`src/hdl/assert_macros.svh`:
```
// assertion macros for the rtl of the ground height block
// no dependencies; included by modules that carry assertions
`ifndef ASSERT_MACROS_SVH
`define ASSERT_MACROS_SVH

// property that must hold at every clock edge outside reset
`define GGH_ASSERT(label, clk, rst_n, prop, msg) \
    label: assert property (@(posedge clk) disable iff (!rst_n) prop) \
        else $error(msg);

// condition that must be followed by a consequence in the next cycle
`define GGH_ASSERT_NEXT(label, clk, rst_n, pre, post, msg) \
    label: assert property (@(posedge clk) disable iff (!rst_n) (pre) |=> (post)) \
        else $error(msg);

`endif

```
`src/hdl/ggh_pkg.sv`:
```
// shared types, constants and helpers for the ground height difference block
// no dependencies
`timescale 1ns / 1ps

package ggh_pkg;

    localparam int CFG_W      = 10;
    localparam int ROW_OUT_W  = 9;
    localparam int COL_OUT_W  = 9;
    localparam int DIFF_W     = 13;
    localparam int OUT_DATA_W = 32;
    localparam int DIM_MIN    = 3;

    localparam logic [CFG_W-1:0] DIM_RESET = 10'd500;

    // register select, taken from paddr bit 2
    localparam logic REG_GRID_ROWS = 1'b0;
    localparam logic REG_GRID_COLS = 1'b1;

    typedef struct packed {
        logic              valid;
        logic [DIFF_W-1:0] diff;
    } t_ground;

    typedef struct packed {
        logic [DIFF_W-1:0]    diff;
        logic [COL_OUT_W-1:0] col;
        logic [ROW_OUT_W-1:0] row;
        logic                 valid;
        logic                 last;
    } t_result;

    // last usable index of a dimension after clamping to [3, maxv]
    function automatic int dim_last(input logic [CFG_W-1:0] v, input int maxv);
        int d;
        d = int'(v);
        if (d < DIM_MIN) begin
            d = DIM_MIN;
        end
        if (d > maxv) begin
            d = maxv;
        end
        return d - 1;
    endfunction

endpackage

```
`src/hdl/ggh_ground.sv`:
```
// 3x3 masked minimum and height difference for one interior cell
// depends on ggh_pkg
`timescale 1ns / 1ps

module ggh_ground #(
    parameter int HEIGHT_BITS = 13
) (
    input  logic [8:0][2*HEIGHT_BITS:0] i_nbhd,   // cell: has, min, max from bit 0 up
    output ggh_pkg::t_ground            o_res
);

    localparam int H      = HEIGHT_BITS;
    localparam int DIFF_W = ggh_pkg::DIFF_W;

    logic signed [H-1:0] lo_m [9];
    logic signed [H-1:0] min_l1 [4];
    logic signed [H-1:0] min_l2 [2];
    logic signed [H-1:0] min_l3;
    logic signed [H-1:0] ground;
    logic signed [H-1:0] ctr_hi;
    logic signed [H:0]   diff;

    function automatic logic signed [H-1:0] min2(input logic signed [H-1:0] a,
                                                 input logic signed [H-1:0] b);
        return (b < a) ? b : a;
    endfunction

    // cells without data take the centre minimum so they leave the result unchanged
    always_comb begin
        for (int i = 0; i < 9; i++) begin
            lo_m[i] = i_nbhd[i][0] ? i_nbhd[i][H:1] : i_nbhd[4][H:1];
        end
        for (int i = 0; i < 4; i++) begin
            min_l1[i] = min2(lo_m[2*i], lo_m[2*i+1]);
        end
        min_l2[0] = min2(min_l1[0], min_l1[1]);
        min_l2[1] = min2(min_l1[2], min_l1[3]);
        min_l3    = min2(min_l2[0], min_l2[1]);
        ground    = min2(min_l3, lo_m[8]);
    end

    assign ctr_hi = i_nbhd[4][2*H:H+1];
    assign diff   = {ctr_hi[H-1], ctr_hi} - {ground[H-1], ground};

    always_comb begin
        o_res.valid = i_nbhd[4][0];
        if (!i_nbhd[4][0] || diff[H]) begin
            o_res.diff = '0;
        end else begin
            o_res.diff = DIFF_W'(diff[H-1:0]);
        end
    end

endmodule

```
`config.mk`:
```
export PLATFORM = sky130hd
export DESIGN_NAME = ggh_ground
export DESIGN_NICKNAME = d
export VERILOG_FILES = /design/src/hdl/assert_macros.svh /design/src/hdl/ggh_pkg.sv /design/src/hdl/ggh_ground.sv
export SDC_FILE = /design/constraint.sdc
export NUM_CORES = 1
export LEC_CHECK = 0
export ABC_AREA = 0
export BUFFER_PORTS_ARGS = -buffer_cell sky130_fd_sc_hd__buf_2
export CORE_MARGIN = 1.5
export CORE_UTILIZATION = 50
export DETAILED_ROUTE_END_ITERATION = 16
export PLACE_DENSITY = 0.82
export SLEW_MARGIN = 20
export SYNTH_ARGS = -nofsm -noshare
export SYNTH_HDL_FRONTEND = slang
export SYNTH_SLANG_ARGS = --single-unit
```
`constraint.sdc`:
```
create_clock -name vclk -period 16.8
set_input_delay 1.68 -clock vclk [all_inputs]
set_output_delay 1.68 -clock vclk [all_outputs]
set_load 0.005 [all_outputs]
```
Word-level counts from Yosys, hierarchy flattened
Index checks and enable logic that the tools add are counted.
W data, S select, Z words.
- magnitude comparators: 8
- multiplexer cells: 17
- reduce and logical (&&, ||, !) cells: 2
- add/sub/neg operators: 1
- operators by type and width (kind ; number):
    $mux W13 ; 17
    $lt A13 B13 Y1 ; 8
    $sub A13 B13 Y14 ; 1
    $logic_not A1 Y1 ; 1
    $logic_or A1 B1 Y1 ; 1
- logic and storage cells: 28
- register bits: 0
- input port bits: 243
- output and inout port bits: 14

Depth between registers and ports, before layout
- depth in word-level cells: 12
- mapped depth: 66
- mapped depth without buffers: 60

Worst setup path before layout
No wires, ideal clock.
- path type: input-to-output
- from: in i_nbhd[135] (netlist name)
- to: out o_res[8] (netlist name)
- data required time: 15.120 ns
- cell stages on the path: 62
- arrival time: 12.723 ns
- path slack: 2.397 ns
- cell sequence: clkbuf_1 > clkbuf_1 > o21ai_0 > ha_1 > nand4_1 > o41ai_2 > a211oi_1 > mux2_4 > clkbuf_1 > mux2i_1 > ha_1 > clkbuf_1 > nand4_1 > or2_2 > a211oi_2 > nor2_1 > xnor2_1 > buf_2 > [26 not listed] > and2_4 > buf_6 > o31ai_1 > ha_1 > nor2b_1 > o21ai_0 > a21boi_0 > o21ai_0 > a21oi_1 > o21ai_0 > a21oi_1 > o21ai_0 > a21oi_1 > o21ai_0 > a21oi_1 > o221ai_1 > clkbuf_1 > nor3_1
- RTL lines (element ; line ; source):
    start, declared ; ggh_ground.sv:8 ; input logic [8:0][2*HEIGHT_BITS:0] i_nbhd,
    end, declared ; ggh_ground.sv:9 ; output ggh_pkg::t_ground o_res

==> run_results.csv <==
group,metric,value,unit
floorplan,num_io_pins,257,
synthesis,ys_seq_area_frac,0,
worst_setup_path,path_class,"input pin to output pin",
synthesis,synth_cells,854,
synthesis,synth.top_cell.area_share,0.239,
finish,areaGrowthSynthToFinish,14.6,%
detailed_routing,drc,0,
detailed_routing,drtIter0Drc,532,
detailed_routing,routed_wl,18400,µm
power_and_ir_drop,ir_worst_vdd,341,µV
worst_setup_path,path_buf_inv,5,
worst_setup_path,endpoint_kind,"output pin",
global_routing,grt_pass1_vias,5965,
worst_setup_path,critical_path.max_stage_delay,500,ps
finish,drive_gt1_frac,0.189,
synthesis,ys_types,63,
synthesis,yosysTopAreaCell,"ha_1",
timing,tns,0,ps
detailed_routing,drt-vias-per-instance,6.05,
floorplan,num_rows,38,
timing,hold_ws,3550,ps
floorplan,die_y,109,µm
placement,hpwl,15100,µm
global_routing,track_usage,0.303,
worst_setup_path,crit_family,"compound AO/OA/AOI/OAI gates",
timing,grt_setup_unrepaired,"no",
worst_setup_path,crit_slowest_cell,"a21oi_1",
timing,timing.final.crit_share,0.939,
detailed_routing,wire_per_inst,16.6,µm
power_and_ir_drop,powerDensity,275,nW/µm²
placement,portBuffers,153,
hold_path,hold_class,"input pin to output pin",
run,drv_cap,0,
finish,design.seq.count,0,
detailed_routing,vias,6688,
timing,fmax,63.4,MHz
global_routing,grt_pass1_wl,28700,µm
floorplan,coreArea,10900,µm²
synthesis,syn-mean-instance-area,6.55,µm²
timing,tightest_slew,744,ps
clocking,post_cts_resized,0,
detailed_routing,drtPass1Iterations,6,
clocking,holdBufCountCts,0,
timing,setup_violations,0,
finish,nFillCells,1054,
floorplan,fp.dieW,109,µm
status,status,"completed",
worst_setup_path,arrival,14090,ps
finish,nNetsFinal,1319,
synthesis,synth.net_count,1205,
timing,relSlewSlack,0.500,
worst_setup_path,crit_fanout,34,
timing,hold_violations,0,
placement,gp_congestion,0.953,
detailed_routing,detail-route-antenna-nets,0,
hold_path,hp-start,"i_nbhd[108]",
synthesis,ys.warnings.count,0,
finish,layout_common_cells,"buf_2, nand2_1, o21ai_0",
hold_path,hold_depth,2,
power_and_ir_drop,power_leakage,3.38,nW
finish,num-clock-buffers,0,
hold_path,hold_end,"o_res[13]",
floorplan,die_area,11800,µm²
finish,layout_commonest_cell,"buf_2",
timing,period_needed,15770,ps
worst_setup_path,crit_required,15120,ps
finish,seq_area,0,µm²
timing,finalMaxSlewViolations,0,
finish,antenna_cells,0,
global_routing,grt_antenna_before_repair,0,
synthesis,ys_top_cells_by_area,"ha_1, mux2i_1, o21ai_0",
global_routing,grt_start_max_net_pins,35,
floorplan,initial_core_util,0.514,
synthesis,syn-cell-area,5600,µm²
global_routing,grt_overflow,0,
worst_setup_path,start_kind,"input pin",
clocking,post_cts_buffers,0,
worst max path at each step:
stage                           start       end  slack [ps]  depth (start not counted)
after floorplan           i_nbhd[135]  o_res[8]        2400                         62
after global placement    i_nbhd[121]  o_res[8]        1240                         58
after detailed placement  i_nbhd[121]  o_res[8]        1060                         58
after CTS                 i_nbhd[121]  o_res[8]         980                         58
after global routing      i_nbhd[162]  o_res[8]         130                         59
final                     i_nbhd[121]  o_res[8]        1030                         58
kinds of logic (layout without fill, tap and decap cells):
kind of cell,after synthesis,in the layout,synth area share
AOI/OAI and AO/OA,261,261,0.292
xor gates and xnor gates,6,6,0.00939
adders and majority gates,109,109,0.245
buffers and inverters,115,227,0.0814
muxes,73,73,0.135
and+or+nand+nor,290,290,0.237
cell usage after synthesis (2+ instances only):
library cell	count
o31a_1	2
ha_1	107
nor2_1	50
nor2b_1	8
or3_1	2
mux2_2	2
nand4b_1	2
buf_4	2
nor3_1	36
o31ai_1	12
o21ai_0	115
and3_1	6
nand2_1	132
o21a_1	12
nand2b_1	7
o21ai_1	2
and3b_1	2
o211ai_1	2
xor2_1	2
a211oi_2	2
mux2_4	3
a221oi_1	2
nand3b_1	11
nand3_1	13
a21boi_0	3
inv_1	67
xnor2_1	4
o221ai_1	2
buf_1	2
a31o_2	2
and4_1	2
a31oi_1	4
a211oi_1	18
mux2i_1	66
nand4_1	16
buf_2	7
a21oi_1	46
a21o_1	21
clkbuf_1	36
metrics by stage:
stage / power [mW] / utilization / setup WS [ps] / std cells / area [µm²]
6_report: 1.77 / 0.589 / 1030 / 1106 / 6410
5_1_grt: 2.00 / 0.589 / 126 / 1106 / 6410
4_1_cts: 1.74 / 0.587 / 977 / 1106 / 6390
3_5_place_dp: 1.73 / 0.587 / 1060 / 1106 / 6390
3_3_place_gp: 1.68 / 0.586 / 1240 / 1106 / 6380
2_1_floorplan: 1.33 / - / 2400 / 854 / 5600
layer usage:
layer | share of wire | global-route usage
met1 | 0.44 | 0.417
met2 | 0.43 | 0.504
met3 | 0.093 | 0.0239
met4 | 0.038 | 0.0865
met5 | 0 | 0
where the power goes:
part | leakage [nW] | internal [mW] | switching (mW) | total [mW]
registers | 0 | 0 | 0 | 0
clock network | 0 | 0 | 0 | 0
logic | 3.38 | 0.739 | 1.03 | 1.77
total | 3.38 | 0.739 | 1.03 | 1.77
layout make-up:
cell class | count | area, µm² | area share
tap | 140 | 175 | 0.0273
inverter | 67 | 251 | 0.0392
timing repair buffer | 160 | 818 | 0.128
multi-input combinational | 739 | 5170 | 0.806
Note: power is estimated with default switching activity, not from simulation.
